==> config.mk <==
export PLATFORM = sky130hd
export DESIGN_NAME = array_list_engine_flat
export DESIGN_NICKNAME = d
export VERILOG_FILES = /design/src/alist_pkg.sv /design/src/alist_ifs.sv /design/src/alist_mem.sv /design/src/alist_seq.sv /design/src/array_list_engine.sv /design/src/flat_wrapper.sv
export VERILOG_INCLUDE_DIRS = /design/src /design/src/src
export SDC_FILE = /design/constraint.sdc
export NUM_CORES = 1
export LEC_CHECK = 0
export BUFFER_PORTS_ARGS = -buffer_cell sky130_fd_sc_hd__buf_4
export CAP_MARGIN = 20
export CORE_UTILIZATION = 50
export CTS_CLUSTER_SIZE = 10
export DETAILED_ROUTE_END_ITERATION = 8
export GPL_ROUTABILITY_DRIVEN = 0
export GPL_TIMING_DRIVEN = 0
export PLACE_DENSITY = 0.69
export SLEW_MARGIN = 20
export SYNTH_ARGS = -nofsm -noshare
export SYNTH_HDL_FRONTEND = slang
export SYNTH_HIERARCHICAL = 1
export SYNTH_SLANG_ARGS = --single-unit
==> constraint.sdc <==
create_clock -name clk -period 5.3 [get_ports clk]
set_input_delay 0.53 -clock clk [delete_from_list [all_inputs] [get_ports clk]]
set_output_delay 0.53 -clock clk [all_outputs]
set_load 0.02 [all_outputs]
==> src/array_list_engine_assert.svh <==
// Assertion macros used by the array list engine sequencer.
`ifndef ARRAY_LIST_ENGINE_ASSERT_SVH
`define ARRAY_LIST_ENGINE_ASSERT_SVH

// Check that cons holds in the same cycle as ante; expects clk and rst_n in scope.
`define ALE_ASSERT_NOW(lbl, ante, cons, msg) \
  lbl: assert property (@(posedge clk) disable iff (!rst_n) (ante) |-> (cons)) \
    else $error(msg);

// Check that cons holds in the cycle after ante; expects clk and rst_n in scope.
`define ALE_ASSERT_NEXT(lbl, ante, cons, msg) \
  lbl: assert property (@(posedge clk) disable iff (!rst_n) (ante) |=> (cons)) \
    else $error(msg);

`endif

==> src/alist_pkg.sv <==
// Types and codes shared by the array list engine.
package alist_pkg;

  typedef enum logic [2:0] {
    CMD_CLEAR  = 3'd0,
    CMD_APPEND = 3'd1,
    CMD_READ   = 3'd2,
    CMD_ZERO   = 3'd3,
    CMD_FIND   = 3'd4,
    CMD_INSERT = 3'd5,
    CMD_DELETE = 3'd6
  } cmd_t;

  typedef enum logic [1:0] {
    STAT_OK        = 2'd0,
    STAT_NOT_FOUND = 2'd1,
    STAT_BAD_POS   = 2'd2,
    STAT_FULL      = 2'd3
  } status_t;

  typedef enum logic [2:0] {
    S_IDLE,
    S_READ,
    S_WALK,
    S_DONE
  } state_t;

  typedef struct packed {
    status_t            status;
    logic signed [31:0] read_value;
    logic [4:0]         found_position;
    logic [4:0]         item_count;
  } res_t;

endpackage

==> src/alist_ifs.sv <==
// Valid/ready channel interfaces for commands and results.
interface alist_cmd_if;
  logic               valid;
  logic               ready;
  logic [2:0]         command;
  logic signed [31:0] value;
  logic [4:0]         position;

  modport source (output valid, output command, output value, output position, input ready);
  modport sink   (input valid, input command, input value, input position, output ready);
endinterface

interface alist_res_if;
  logic               valid;
  logic               ready;
  logic [1:0]         status;
  logic signed [31:0] read_value;
  logic [4:0]         found_position;
  logic [4:0]         item_count;

  modport source (output valid, output status, output read_value, output found_position,
                  output item_count, input ready);
  modport sink   (input valid, input status, input read_value, input found_position,
                  input item_count, output ready);
endinterface

==> src/alist_mem.sv <==
// Entry memory: one write port, one read port, registered read data.
module alist_mem #(
  parameter int DEPTH = 16,
  parameter int AW    = 4
) (
  input  logic          clk,
  input  logic          we,
  input  logic [AW-1:0] waddr,
  input  logic [31:0]   wdata,
  input  logic          re,
  input  logic [AW-1:0] raddr,
  output logic [31:0]   rdata
);

  logic [31:0] mem [DEPTH];
  logic [31:0] rdata_r;

  always_ff @(posedge clk) begin
    if (we) begin
      mem[waddr] <= wdata;
    end
    if (re) begin
      rdata_r <= mem[raddr];
    end
  end

  assign rdata = rdata_r;

endmodule

==> src/alist_seq.sv <==
// Command sequencer: decodes a transaction, walks the entry memory, builds the result.
`include "array_list_engine_assert.svh"

module alist_seq #(
  parameter int DEPTH = 16,
  parameter int AW    = 4,
  parameter int CW    = 5
) (
  input  logic              clk,
  input  logic              rst_n,
  alist_cmd_if.sink         in_if,
  output logic              res_valid,
  input  logic              res_take,
  output alist_pkg::res_t   res,
  output logic              mem_we,
  output logic [AW-1:0]     mem_waddr,
  output logic [31:0]       mem_wdata,
  output logic              mem_re,
  output logic [AW-1:0]     mem_raddr,
  input  logic [31:0]       mem_rdata
);

  localparam int CMPW = ((CW > 5) ? CW : 5) + 1;

  alist_pkg::state_t state_r, state_nxt;
  alist_pkg::cmd_t   cmd_r, cmd_nxt;
  logic [31:0]       value_r, value_nxt;
  logic [CW-1:0]     count_r, count_nxt;
  logic [CW-1:0]     n_r, n_nxt;
  logic [AW-1:0]     j_r, j_nxt;
  logic [AW-1:0]     tgt_r, tgt_nxt;
  logic              pend_r, pend_nxt;
  logic [AW-1:0]     pend_idx_r, pend_idx_nxt;
  alist_pkg::res_t   res_r, res_nxt;

  logic [CMPW-1:0] pos_x, cnt_x;
  logic            full, rd_pos_ok, ins_pos_ok;
  logic [CMPW-1:0] ins_n, del_n;

  assign pos_x      = CMPW'(in_if.position);
  assign cnt_x      = CMPW'(count_r);
  assign full       = (cnt_x >= CMPW'(DEPTH));
  assign rd_pos_ok  = (pos_x != '0) && (pos_x <= cnt_x);
  assign ins_pos_ok = (pos_x != '0) && (pos_x <= cnt_x + CMPW'(1));
  assign ins_n      = cnt_x - pos_x + CMPW'(1);
  assign del_n      = cnt_x - pos_x;

  always_ff @(posedge clk) begin
    if (!rst_n) begin
      state_r <= alist_pkg::S_IDLE;
      count_r <= '0;
      pend_r  <= 1'b0;
    end else begin
      state_r <= state_nxt;
      count_r <= count_nxt;
      pend_r  <= pend_nxt;
    end
  end

  always_ff @(posedge clk) begin
    cmd_r      <= cmd_nxt;
    value_r    <= value_nxt;
    n_r        <= n_nxt;
    j_r        <= j_nxt;
    tgt_r      <= tgt_nxt;
    pend_idx_r <= pend_idx_nxt;
    res_r      <= res_nxt;
  end

  always_comb begin
    state_nxt    = state_r;
    cmd_nxt      = cmd_r;
    value_nxt    = value_r;
    count_nxt    = count_r;
    n_nxt        = n_r;
    j_nxt        = j_r;
    tgt_nxt      = tgt_r;
    pend_nxt     = pend_r;
    pend_idx_nxt = pend_idx_r;
    res_nxt      = res_r;
    in_if.ready  = 1'b0;
    res_valid    = 1'b0;
    mem_we       = 1'b0;
    mem_waddr    = '0;
    mem_wdata    = '0;
    mem_re       = 1'b0;
    mem_raddr    = '0;

    unique case (state_r)
      alist_pkg::S_IDLE: begin
        in_if.ready = 1'b1;
        if (in_if.valid) begin
          cmd_nxt                = alist_pkg::cmd_t'(in_if.command);
          value_nxt              = in_if.value;
          pend_nxt               = 1'b0;
          res_nxt.status         = alist_pkg::STAT_OK;
          res_nxt.read_value     = '0;
          res_nxt.found_position = '0;
          res_nxt.item_count     = cnt_x[4:0];
          state_nxt              = alist_pkg::S_DONE;
          unique case (alist_pkg::cmd_t'(in_if.command))
            alist_pkg::CMD_CLEAR: begin
              count_nxt          = '0;
              res_nxt.item_count = '0;
            end
            alist_pkg::CMD_APPEND: begin
              if (full) begin
                res_nxt.status = alist_pkg::STAT_FULL;
              end else begin
                mem_we             = 1'b1;
                mem_waddr          = count_r[AW-1:0];
                mem_wdata          = in_if.value;
                count_nxt          = count_r + CW'(1);
                res_nxt.item_count = 5'(cnt_x + CMPW'(1));
              end
            end
            alist_pkg::CMD_READ: begin
              if (!rd_pos_ok) begin
                res_nxt.status = alist_pkg::STAT_BAD_POS;
              end else begin
                mem_re    = 1'b1;
                mem_raddr = AW'(pos_x - CMPW'(1));
                state_nxt = alist_pkg::S_READ;
              end
            end
            alist_pkg::CMD_ZERO, alist_pkg::CMD_FIND: begin
              n_nxt     = count_r;
              j_nxt     = '0;
              state_nxt = alist_pkg::S_WALK;
            end
            alist_pkg::CMD_INSERT: begin
              if (full) begin
                res_nxt.status = alist_pkg::STAT_FULL;
              end else if (!ins_pos_ok) begin
                res_nxt.status = alist_pkg::STAT_BAD_POS;
              end else begin
                n_nxt     = ins_n[CW-1:0];
                j_nxt     = AW'(cnt_x - CMPW'(1));
                tgt_nxt   = AW'(pos_x - CMPW'(1));
                state_nxt = alist_pkg::S_WALK;
              end
            end
            alist_pkg::CMD_DELETE: begin
              if (!rd_pos_ok) begin
                res_nxt.status = alist_pkg::STAT_BAD_POS;
              end else begin
                n_nxt     = del_n[CW-1:0];
                j_nxt     = AW'(pos_x);
                state_nxt = alist_pkg::S_WALK;
              end
            end
            default: begin
              // unused code: no change, plain ok result
            end
          endcase
        end
      end

      alist_pkg::S_READ: begin
        res_nxt.read_value = mem_rdata;
        state_nxt          = alist_pkg::S_DONE;
      end

      alist_pkg::S_WALK: begin
        unique case (cmd_r)
          alist_pkg::CMD_ZERO: begin
            if (n_r != '0) begin
              mem_we    = 1'b1;
              mem_waddr = j_r;
              j_nxt     = j_r + AW'(1);
              n_nxt     = n_r - CW'(1);
            end else begin
              state_nxt = alist_pkg::S_DONE;
            end
          end
          alist_pkg::CMD_FIND: begin
            if (pend_r && (mem_rdata == value_r)) begin
              pend_nxt               = 1'b0;
              res_nxt.found_position = 5'(CMPW'(pend_idx_r) + CMPW'(1));
              state_nxt              = alist_pkg::S_DONE;
            end else if (n_r != '0) begin
              mem_re       = 1'b1;
              mem_raddr    = j_r;
              pend_nxt     = 1'b1;
              pend_idx_nxt = j_r;
              j_nxt        = j_r + AW'(1);
              n_nxt        = n_r - CW'(1);
            end else begin
              pend_nxt       = 1'b0;
              res_nxt.status = alist_pkg::STAT_NOT_FOUND;
              state_nxt      = alist_pkg::S_DONE;
            end
          end
          alist_pkg::CMD_INSERT: begin
            // shift right: read entry j, write it one place up next cycle
            if (pend_r) begin
              mem_we    = 1'b1;
              mem_waddr = pend_idx_r + AW'(1);
              mem_wdata = mem_rdata;
            end
            if (n_r != '0) begin
              mem_re       = 1'b1;
              mem_raddr    = j_r;
              pend_nxt     = 1'b1;
              pend_idx_nxt = j_r;
              j_nxt        = j_r - AW'(1);
              n_nxt        = n_r - CW'(1);
            end else if (pend_r) begin
              pend_nxt = 1'b0;
            end else begin
              mem_we             = 1'b1;
              mem_waddr          = tgt_r;
              mem_wdata          = value_r;
              count_nxt          = count_r + CW'(1);
              res_nxt.item_count = 5'(cnt_x + CMPW'(1));
              state_nxt          = alist_pkg::S_DONE;
            end
          end
          alist_pkg::CMD_DELETE: begin
            // shift left: read entry j, write it one place down next cycle
            if (pend_r) begin
              mem_we    = 1'b1;
              mem_waddr = pend_idx_r - AW'(1);
              mem_wdata = mem_rdata;
            end
            if (n_r != '0) begin
              mem_re       = 1'b1;
              mem_raddr    = j_r;
              pend_nxt     = 1'b1;
              pend_idx_nxt = j_r;
              j_nxt        = j_r + AW'(1);
              n_nxt        = n_r - CW'(1);
            end else if (pend_r) begin
              pend_nxt = 1'b0;
            end else begin
              count_nxt          = count_r - CW'(1);
              res_nxt.item_count = 5'(cnt_x - CMPW'(1));
              state_nxt          = alist_pkg::S_DONE;
            end
          end
          default: begin
            state_nxt = alist_pkg::S_DONE;
          end
        endcase
      end

      alist_pkg::S_DONE: begin
        res_valid = 1'b1;
        if (res_take) begin
          state_nxt = alist_pkg::S_IDLE;
        end
      end

      default: begin
        state_nxt = alist_pkg::S_IDLE;
      end
    endcase
  end

  assign res = res_r;

  `ALE_ASSERT_NOW(a_no_same_addr, mem_we && mem_re, mem_waddr != mem_raddr, "read and write hit one entry")
  `ALE_ASSERT_NOW(a_count_bound, 1'b1, cnt_x <= CMPW'(DEPTH), "count above depth")
  `ALE_ASSERT_NEXT(a_clear_empties, in_if.valid && in_if.ready && (in_if.command == alist_pkg::CMD_CLEAR), count_r == '0, "clear left entries")
  `ALE_ASSERT_NOW(a_take_only_done, res_take, state_r == alist_pkg::S_DONE, "result taken outside done")

endmodule

==> src/array_list_engine.sv <==
// Top level of the array list engine: sequencer, entry memory and result register.
//
//   channel   dir  handshake        payload
//   in_if     in   valid / ready    command[2:0], value[31:0], position[4:0]
//   out_if    out  valid / ready    status[1:0], read_value[31:0], found_position[4:0],
//                                   item_count[4:0]
//
// One transaction is worked at a time. Clear, append, a bad position, a full list and the
// unused command code go straight to the done state, a read passes through S_READ first.
// Zero and find walk the entry memory one entry per cycle; insert and delete move one entry
// per cycle through the single read and write port.
// Reset (rst_n low, synchronous) empties the list; a stalled result sits in the output
// register while the next transaction runs.
module array_list_engine #(
  parameter int DEPTH = 16
) (
  input  logic        clk,
  input  logic        rst_n,
  alist_cmd_if.sink   in_if,
  alist_res_if.source out_if
);

  // Address width for the entry memory and width of the entry count.
  localparam int AW = (DEPTH > 1) ? $clog2(DEPTH) : 1;
  localparam int CW = $clog2(DEPTH + 1);

  logic            res_valid;
  logic            res_take;
  alist_pkg::res_t res;

  logic            mem_we;
  logic [AW-1:0]   mem_waddr;
  logic [31:0]     mem_wdata;
  logic            mem_re;
  logic [AW-1:0]   mem_raddr;
  logic [31:0]     mem_rdata;

  logic            out_valid_r, out_valid_nxt;
  alist_pkg::res_t out_res_r, out_res_nxt;

  // Sequencer: decode, bounds checks, walk over the entries, count upkeep.
  alist_seq #(
    .DEPTH (DEPTH),
    .AW    (AW),
    .CW    (CW)
  ) u_seq (
    .clk       (clk),
    .rst_n     (rst_n),
    .in_if     (in_if),
    .res_valid (res_valid),
    .res_take  (res_take),
    .res       (res),
    .mem_we    (mem_we),
    .mem_waddr (mem_waddr),
    .mem_wdata (mem_wdata),
    .mem_re    (mem_re),
    .mem_raddr (mem_raddr),
    .mem_rdata (mem_rdata)
  );

  // Entry storage, registered read data.
  alist_mem #(
    .DEPTH (DEPTH),
    .AW    (AW)
  ) u_mem (
    .clk   (clk),
    .we    (mem_we),
    .waddr (mem_waddr),
    .wdata (mem_wdata),
    .re    (mem_re),
    .raddr (mem_raddr),
    .rdata (mem_rdata)
  );

  // Output register: take the finished result when the slot is empty or draining.
  assign res_take = res_valid && (!out_valid_r || out_if.ready);

  always_comb begin
    out_valid_nxt = out_valid_r;
    out_res_nxt   = out_res_r;
    if (res_take) begin
      out_valid_nxt = 1'b1;
      out_res_nxt   = res;
    end else if (out_if.ready) begin
      // drop the delivered transaction
      out_valid_nxt = 1'b0;
    end
  end

  always_ff @(posedge clk) begin
    if (!rst_n) begin
      out_valid_r <= 1'b0;
    end else begin
      out_valid_r <= out_valid_nxt;
    end
  end

  always_ff @(posedge clk) begin
    out_res_r <= out_res_nxt;
  end

  assign out_if.valid          = out_valid_r;
  assign out_if.status         = out_res_r.status;
  assign out_if.read_value     = out_res_r.read_value;
  assign out_if.found_position = out_res_r.found_position;
  assign out_if.item_count     = out_res_r.item_count;

endmodule

==> src/flat_wrapper.sv <==
// flat-port wrapper written by rule: the top's interface ports become plain ports
module array_list_engine_flat 
#(
  parameter int DEPTH = 16
)
  (clk, rst_n, in_if_valid, in_if_command, in_if_value, in_if_position, in_if_ready, out_if_valid, out_if_status, out_if_read_value, out_if_found_position, out_if_item_count, out_if_ready);
  alist_cmd_if in_if_i ();
  alist_res_if out_if_i ();
  input  logic clk;
  input  logic rst_n;
  input wire logic [$bits(in_if_i.valid)-1:0] in_if_valid;
  input wire logic [$bits(in_if_i.command)-1:0] in_if_command;
  input wire logic [$bits(in_if_i.value)-1:0] in_if_value;
  input wire logic [$bits(in_if_i.position)-1:0] in_if_position;
  output wire logic [$bits(in_if_i.ready)-1:0] in_if_ready;
  output wire logic [$bits(out_if_i.valid)-1:0] out_if_valid;
  output wire logic [$bits(out_if_i.status)-1:0] out_if_status;
  output wire logic [$bits(out_if_i.read_value)-1:0] out_if_read_value;
  output wire logic [$bits(out_if_i.found_position)-1:0] out_if_found_position;
  output wire logic [$bits(out_if_i.item_count)-1:0] out_if_item_count;
  input wire logic [$bits(out_if_i.ready)-1:0] out_if_ready;
  assign in_if_i.valid = in_if_valid;
  assign in_if_i.command = in_if_command;
  assign in_if_i.value = in_if_value;
  assign in_if_i.position = in_if_position;
  assign in_if_ready = in_if_i.ready;
  assign out_if_valid = out_if_i.valid;
  assign out_if_status = out_if_i.status;
  assign out_if_read_value = out_if_i.read_value;
  assign out_if_found_position = out_if_i.found_position;
  assign out_if_item_count = out_if_i.item_count;
  assign out_if_i.ready = out_if_ready;
  array_list_engine #(.DEPTH(DEPTH)) u_core (.clk(clk), .rst_n(rst_n), .in_if(in_if_i), .out_if(out_if_i));
endmodule
; Word-level counts from Yosys, hierarchy flattened
; Memories as Yosys holds them, arrays and structs flattened. A register that Yosys moved wholly into a read port is not among the register bits.
; Index checks and enable logic that the tools add are counted.
[totals]
regBits = 150
in_bits = 44
ram_bits = 512
mem_count = 1
word_cells = 219
[classes]
n_reduce_logical = 31
order_cmp = 3
eq_ne = 39
n_bitwise = 1
muxes = 113
add_sub_neg = 13
[memory_table]
columns = memory, words, word_bits, rd, rd_clocked_by_memory_dff, write_ports, line
row1 = u_core.u_mem.mem, 16, 32, 1, 1, 1, alist_mem.sv:15  ; logic [31:0] mem [DEPTH];
[ops]
columns = cell, n
row1 = $mux 32, 6
row2 = $pmux 32 s2, 3
row3 = $mux 5, 19
row4 = $mux 4, 21
row5 = $pmux 5 s2, 7
row6 = $mux 44, 1
row7 = $pmux 4 s2, 5
row8 = $ne 3x3->1 const B, 12
row9 = $pmux 4 s3, 3
row10 = $eq 32x32->1, 1
row11 = $mux 1, 21
row12 = $pmux 10 s2, 1
row13 = $eq 3x3->1 const B, 6
row14 = $mux 3, 6
row15 = $reduce_and 9->1, 2
row16 = $mux 2, 8
row17 = $eq 3x2->1 const B, 5
row18 = $pmux 5 s3, 1
row19 = $sub 5x1->5 const B, 3
row20 = $pmux 3 s4, 1
row21 = $sub 4x1->4 const B, 3
row22 = $add 5x1->5 const B, 2
row23 = $ne 2x2->1 const B, 5
row24 = $pmux 1 s2, 5
row25 = other kinds (34), 53

; Logic depth before layout (Yosys ltp)
; Gate-level depths: netlist of run 1.
[logic_depth]
ltp_word = 8
mapped_depth = 14
mapped_depth_nobuf = 11

; By module
; The synthesis of run 1 kept the hierarchy.
[modules_own_cells]
columns = mod, cells_each, seq_area_each_um2, instances, area_per_inst_um2
row1 = alist_mem, 838, 16335.7, 1, 20155.6
row2 = alist_seq, 588, 3062.9, 1, 6316.1
row3 = array_list_engine, 48, 1341.3, 1, 1368.8

; Worst setup path after synthesis of run 1
; No wires, ideal clock.
[synth_timing]
path_kind = input -> register
from = input port in_if_command[1]
to = memory u_core.u_mem.mem[0][0], enable pin
n_path_buf = 2
cell_stages = 8
path_slack_ns = 0.117
t_required_ns = 4.839
setup_ns = 0.461
arrival_time_ns = 4.722
path_cell_list = clkbuf_1 -> nor2_1 -> nand2_1 -> nor3_2 -> clkbuf_1 -> o21bai_1 -> or3b_2 -> nor3_1
[synth_between]
elab_chain_cells = 6
word_cells_on_any_way = 9
cone_classes = 1 x eq/ne / 8 x mux
[synth_rtl]
columns = element, line
row1 = "start, declared", flat_wrapper.sv:12  ; input wire logic [$bits(in_if_i.command)-1:0] in_if_command;
row2 = $eq 3x1->1, alist_seq.sv:101  ; unique case (alist_pkg::cmd_t'(in_if.command))
row3 = $mux 1, alist_seq.sv:101
row4 = $mux 1, alist_seq.sv:92  ; if (in_if.valid) begin
row5 = $pmux 1 s2, alist_seq.sv:89  ; unique case (state_r)
row6 = net u_core.mem_we, array_list_engine.sv:31  ; logic mem_we;
row7 = $mux 1, alist_mem.sv:19  ; if (we) begin
row8 = $mux 1 (implied by the code), alist_mem.sv:20  ; mem[waddr] <= wdata;
row9 = "end, declared", alist_mem.sv:15
; The timed path passes the listed nets, and every way through them passes these cells.

; Final worst setup path of run 1
[layout_timing]
from = register u_core.u_seq.state_r[0]
to = memory u_core.u_mem.mem[0][15], enable pin
[layout_between]
elab_chain_cells = 4
word_cells_on_any_way = 6
cone_classes = 1 x eq/ne / 4 x mux / 1 x reduce/logical
[layout_rtl]
columns = element, line
row1 = "start, declared", alist_seq.sv:25  ; alist_pkg::state_t state_r, state_nxt;
row2 = "start signal, assigned", alist_seq.sv:50  ; state_r <= alist_pkg::S_IDLE;
row3 = "start signal, assigned", alist_seq.sv:54  ; state_r <= state_nxt;
row4 = $eq 3x2->1 or $logic_not 3->1 (tied branches), alist_seq.sv:89
row5 = $pmux 1 s2 *, alist_seq.sv:89
row6 = net u_core.mem_we, array_list_engine.sv:31
row7 = $mux 1 *, alist_mem.sv:19
row8 = $mux 1 (implied by the code) *, alist_mem.sv:20
; Mark *: on every way through the listed nets, which the timed path passes. The rest lies on a longest branch.

==> flow_summary.ini, run 1 <==
[synth]
syn_nets = 1540
synthesis.area_per_instance_um2 = 18.89
synth-edff-count = 684
synth_seq_cells = 694
yosysWarnings = 6
synthCells = 1474
synth.distinct_cells = 75
yosys_most_used_dff = edfxtp_1
synthArstFlopShare = 0
syn_area_um2 = 27840
synth_seq_area_share = 0.7450

[setup_path]
crit_arrival_ns = 5.47
path_depth = 12
r2r_cells = 12
path_class = reg2reg
crit_family = simple AND/OR/NAND/NOR gates
cp-start-kind = register
worstSetupStartpoint = u_core/u_seq/state_r[0]$_SDFFE_PN0P_
max_stage_delay_ns = 0.68
r2r_start = u_core/u_seq/state_r[0]$_SDFFE_PN0P_
slowest_stage = nor3_2
r2r_setup_slack_ns = 0.13
cp-end-kind = register
crit_path_cell_trace = clkbuf_1, nor2_1, nand2_1, nor3_2, buf_6, clkbuf_1, o21bai_1, or3b_2, nor3_2, buf_4, buf_6, buf_4
critPathRequiredTime_ns = 5.60
critPathBufInv = 6
worstReg2RegEnd = u_core/u_mem/mem[0][15]$_DFFE_PP_
cp_max_fo = 10

[cells_and_area]
stdcell_area_um2 = 32290
num_antenna_cells = 0
instances_no_fill = 2449
final_core_util = 0.5861
drive_above_1_share = 0.2387
area_delta_synth_final_pct = 15.98
nets = 1748
fill_cells = 4003

[timing]
timing.fmax_mhz = 193.3
rsz0062_at_grt = false
relSlewSlack = 0.1743
finalCritPeriodShare = 0.9760
setup_slack_ns = 0.1274
min_period_ns = 5.173
hold_viol_final = 0
holdWs_ns = 0.1239
maxSlewViolCount = 0
clock_skew_ns = 0.03097
setup_viol = 0
worst-slew-pin-transition_ns = 1.229
tns_ns = 0

[hold_path]
hold_depth = 1
hold_path.class = in2reg
hp-start = in_if_value[29]
holdPathEnd = u_core/u_seq/value_r[29]$_DFFE_PP_

[floorplanning]
start_util = 0.5053
io_pins = 90
die_x_um = 238.0
die-area_um2 = 56630
die_h_um = 238.0
core-area_um2 = 55090
row_count = 86

[clock_network]
cts_buffers = 80
clk_path_buf_depth = 3
post_cts_resize_count = 0
postCtsHoldBufs = 0
path_clk_slew_ns = 0.06
cts_sinks = 694
clk_latency_ns = 0.61
tritoncts = yes
cts-root-buf = clkbuf_16
cts_setup_buffers = 0
cts_max_level = 3

[route]
wl_per_cell_um = 27.77
routed_via_density = 6.216
met1Wirelength_mm = 26.16
firstDrtPassIters = 7
route.met2.wl_mm = 33.27
top_layer_used = met5
ant_nets = 0
wl_mm = 68.01
drc_errors = 0
dr_wl_met3_mm = 6.064
vias = 15222
drtIter0Drc = 1964

[power_and_ir_drop]
irDropWorstVdd_v = 0.0002194
power_density_nw_per_um2 = 344.5
p_total_mw = 11.12
power_leakage_nw = 10.06

[global_route]
grt_pass1_vias = 15182
antenna_found_initial = 3
grt_pass1_wl_mm = 99.64
grt_usage = 0.2458
grt_start_max_net_pins = 32
overflow = 0

[placed_design]
io_buffers = 89
place_ws_ns = -0.1445
dp_hpwl_mm = 45.83
placed_area_um2 = 30090
placed_cells = 2347

[status]
status = finished clean

[flow_run]
max_cap_viol_count = 0
==> worst max-delay path by stage <==
stage	end
after global placement	u_core/u_mem/mem[0][15]$_DFFE_PP_
after detailed placement	u_core/u_mem/mem[0][14]$_DFFE_PP_
after CTS	u_core/u_mem/mem[0][7]$_DFFE_PP_
final	u_core/u_mem/mem[0][15]$_DFFE_PP_
after floorplan	u_core/u_mem/mem[0][0]$_DFFE_PP_
after global routing	u_core/u_mem/rdata[13]$_DFFE_PP_
==> layer usage <==
layer / vias up / track usage
met1: 7815 / 0.3282
met2: 844 / 0.4000
li1: 6409 / -
met5: - / 0
met4: 4 / 0.1012
met3: 150 / 0.04685
==> kinds of logic after synthesis <==
logic type,Yosys count,share of synthesized area
AOI/OAI and AO/OA,213,0.05901
xor gates and xnor gates,50,0.01573
adders and majority gates,23,0.01083
buffers and inverters,131,0.02000
DFF,694,0.7450
muxes,129,0.1039
other,1,0.0001347
and+or+nand+nor,233,0.04544
==> cell usage in the layout, fill, tap and decap left out, drive strengths merged, types with 5 or more instances in the layout <==
cell,n
edfxtp,684
buf,162
clkbuf,132
mux4,128
a22oi,71
nand2,64
inv,60
and2,36
nor2,33
a222oi,32
xnor2,29
xor2,21
a21oi,21
o21ai,20
ha,20
nor3,20
nor2b,14
nand3,12
dfxtp,10
o22ai,10
nand4,8
nand2b,8
a22o,7
o21a,6
a31oi,6
a21o,6
nand3b,5
==> synth_stat cells (4+ instances only) <==
library cell | n | share of area
a21o_1 | 6 | 0.0016
a21oi_1 | 21 | 0.0038
a222oi_1 | 32 | 0.012
a22o_1 | 7 | 0.0022
a22oi_1 | 71 | 0.019
a31oi_1 | 6 | 0.0013
and2_1 | 36 | 0.0081
and3_1 | 4 | 0.00090
buf_1 | 12 | 0.0016
buf_2 | 13 | 0.0023
buf_4 | 9 | 0.0024
clkbuf_1 | 37 | 0.0050
dfxtp_1 | 10 | 0.0072
edfxtp_1 | 684 | 0.74
ha_1 | 20 | 0.0090
inv_1 | 58 | 0.0078
mux4_2 | 128 | 0.10
nand2_1 | 64 | 0.0086
nand2b_1 | 8 | 0.0018
nand3_1 | 12 | 0.0022
nand3b_1 | 5 | 0.0013
nand4_1 | 8 | 0.0018
nor2_1 | 33 | 0.0044
nor2b_1 | 13 | 0.0029
nor3_1 | 18 | 0.0032
nor4_1 | 4 | 0.00090
o21a_1 | 6 | 0.0016
o21ai_0 | 20 | 0.0036
o22ai_1 | 10 | 0.0022
xnor2_1 | 29 | 0.0091
xor2_1 | 21 | 0.0066
==> report_power, final <==
part | total, mW | internal (mW) | switching (mW)
clock | 4.75 | 2.81 | 1.95
sequential | 6.05 | 6.02 | 0.0271
combinational | 0.320 | 0.119 | 0.201
total | 11.1 | 8.95 | 2.17
==> area by class of cell <==
type	instances	area [µm²]	share of cell area
sequential	694	20740	0.6423
multi-input combinational	649	6666	0.2065
clock buffer	95	2142	0.06634
timing repair buffer	126	1202	0.03724
tap	748	935.9	0.02898
buffer	73	339.1	0.01050
inverter	58	217.7	0.006742
clock inverter	6	46.29	0.001434
==> state kept, by name (all words and copies together) (netlist names), 2 cells and up <==
name	count
u_core/u_seq/j_r	4
u_core/u_seq/value_r	32
u_core/u_seq/res	44
u_core/u_seq/cmd_r	3
u_core/u_seq/count_r	5
u_core/u_seq/state_r	3
u_core/out_if.status	2
u_core/out_if.found_position	5
u_core/u_seq/n_r	5
u_core/u_mem/mem	512
u_core/u_seq/tgt_r	4
u_core/out_if.read_value	32
u_core/u_seq/pend_idx_r	4
u_core/out_if.item_count	5
u_core/u_mem/rdata	32
Power figures use the tool's default switching activity.
==> inputs of run 2 (changes only) <==
--- a/config.mk
+++ b/config.mk
@@ -14,6 +14,7 @@
 export GPL_ROUTABILITY_DRIVEN = 0
 export GPL_TIMING_DRIVEN = 0
 export PLACE_DENSITY = 0.69
+export REMOVE_ABC_BUFFERS = 1
 export SLEW_MARGIN = 20
 export SYNTH_ARGS = -nofsm -noshare
 export SYNTH_HDL_FRONTEND = slang
==> run 2 against run 1 <==
Against the previous run:
- fmax is 2.2% higher
- via count is 1.2% lower
- clock power is 2% higher
- clock skew is 0.0088 ns lower
- largest power group unchanged
- cell area is 1.8% higher
- first-iteration DRC count is 3.6% lower
==> flow_summary.ini, run 2 (synthesized netlist as in run 1, its figures left out) <==
[power_and_ir_drop]
irDropWorstVdd_v = 0.0002710
power_leakage_nw = 10.27
power_density_nw_per_um2 = 340.5
p_total_mw = 11.19

[clock_network]
clk_latency_ns = 0.61
cts_max_level = 3
path_clk_slew_ns = 0.05
cts_setup_buffers = 0
clk_path_buf_depth = 3
cts_buffers = 80
tritoncts = yes
cts-root-buf = clkbuf_16
cts_sinks = 694

[timing]
min_period_ns = 5.060
relSlewSlack = 0.2815
finalCritPeriodShare = 0.9548
setup_viol = 0
rsz0062_at_grt = false
tns_ns = 0
hold_viol_final = 0
clock_skew_ns = 0.02217
worst-slew-pin-transition_ns = 1.067
timing.fmax_mhz = 197.6
maxSlewViolCount = 0

[flow_run]
max_cap_viol_count = 0

[setup_path]
crit_path_cell_trace = inv_1, ha_1, and4b_1, o31a_1, o21ai_0, nor4_4, a22o_4, buf_16, buf_16, buf_16, mux4_2, a22oi_1, nand2_1
path_class = reg2reg
critPathRequiredTime_ns = 5.65
max_stage_delay_ns = 0.69
crit_top_cell = buf_16
slowest_stage = nor4_4
cp_max_fo = 30
r2r_cells = 13
crit_family = simple AND/OR/NAND/NOR gates
r2r_setup_slack_ns = 0.24
r2r_start = u_core/u_seq/count_r[0]$_SDFFE_PN0P_
cp-start-kind = register
critPathBufInv = 4
worstReg2RegEnd = u_core/u_mem/rdata[26]$_DFFE_PP_
crit_arrival_ns = 5.41
cp-end-kind = register

[global_route]
antenna_found_initial = 0
grt_pass1_wl_mm = 96.78
grt_pass1_vias = 15063
grt_usage = 0.2346
grt_start_max_net_pins = 45
overflow = 0

[cells_and_area]
area_delta_synth_final_pct = 18.03
nets = 1715
register_area_um2 = 20740
largest_register_ffs = 512
top_register = u_core/u_mem/mem
layout_commonest_cell = edfxtp_1
fill_cells = 3975
multi_input_area_um2 = 6770
mostFrequentLayoutCells = edfxtp_1 (684), mux4_2 (128), buf_4 (116)
drive_above_1_share = 0.2596
num_antenna_cells = 0

[placed_design]
dp_hpwl_mm = 43.31
io_buffers = 89

[hold_path]
hold_depth = 1
hp-start = in_if_value[7]
holdPathEnd = u_core/u_seq/value_r[7]$_DFFE_PP_
hold_path.class = in2reg

[route]
wl_per_cell_um = 27.28
firstDrtPassIters = 6
vias = 15038
drc_errors = 0
wl_mm = 65.92
routed_via_density = 6.224
ant_nets = 0
drtIter0Drc = 1894

[floorplanning]
core-area_um2 = 55090
row_count = 86
io_pins = 90
start_util = 0.5053
die_h_um = 238.0
die-area_um2 = 56630
die_x_um = 238.0

[status]
status = finished clean
run 2: final cells by class:
type                       instances  area share
clock inverter                     4    0.001828
timing repair buffer             165     0.06043
clock buffer                      97     0.06545
inverter                          58    0.006625
tap                              748     0.02848
multi-input combinational        650      0.2060
sequential                       694      0.6312
run 2: metal layers:
layer | wire length, µm | vias to the layer above | global-route usage
li1 | - | 6357 | -
met1 | 26550 | 7867 | 0.3251
met2 | 32510 | 690 | 0.3840
met3 | 5274 | 124 | 0.04477
met4 | 1575 | 0 | 0.06352
met5 | 0 | - | 0
run 2: worst reg2reg max path, cell delays in order, from the launching register on:
cell,delay [ns]
dfxtp_1,0.55
inv_1,0.23
ha_1,0.43
and4b_1,0.32
o31a_1,0.14
o21ai_0,0.25
nor4_4,0.70
a22o_4,0.44
buf_16,0.29
buf_16,0.28
buf_16,0.30
mux4_2,0.57
a22oi_1,0.22
nand2_1,0.09
run 2: worst max-delay path by stage:
stage                                       end  cells past startpoint  slack [ns]                            startpoint
4_1_cts        u_core/u_mem/rdata[26]$_DFFE_PP_                     13        0.07  u_core/u_seq/count_r[0]$_SDFFE_PN0P_
2_1_floorplan   u_core/u_mem/rdata[0]$_DFFE_PP_                     10       -3.02                     in_if_position[0]
3_3_place_gp    u_core/u_mem/rdata[5]$_DFFE_PP_                     10       -6.21  u_core/u_seq/count_r[0]$_SDFFE_PN0P_
5_1_grt        u_core/u_mem/rdata[26]$_DFFE_PP_                     13       0.006  u_core/u_seq/count_r[0]$_SDFFE_PN0P_
6_report       u_core/u_mem/rdata[26]$_DFFE_PP_                     13        0.24  u_core/u_seq/count_r[0]$_SDFFE_PN0P_
3_5_place_dp   u_core/u_mem/rdata[26]$_DFFE_PP_                     13       -0.18  u_core/u_seq/count_r[0]$_SDFFE_PN0P_
run 2: stage by stage:
stage	setup WS, ns	cells	hold slack (ns)	cell area, µm²	utilization
global placement	-6.207	2238	0.4001	29110	0.5283
floorplan	-3.023	1401	0.4003	27500	-
detailed placement	-0.1758	2314	0.4045	30620	0.5559
finish	0.2395	2416	0.1108	32860	0.5965
CTS	0.07229	2415	0.07968	32840	0.5961
global route	0.005858	2416	0.08372	32860	0.5965
run 2: where the power goes:
part / switching [mW] / internal, mW
sequential: 0.0327 / 6.02
combinational: 0.186 / 0.120
clock: 1.97 / 2.86
run 2: what timing repair did:
action,4_1_cts,5_1_grt
pin swaps,0,1
resized for setup,1,1
gates cloned,0,1
setup endpoints to repair,9,9
hold buffers,0,0
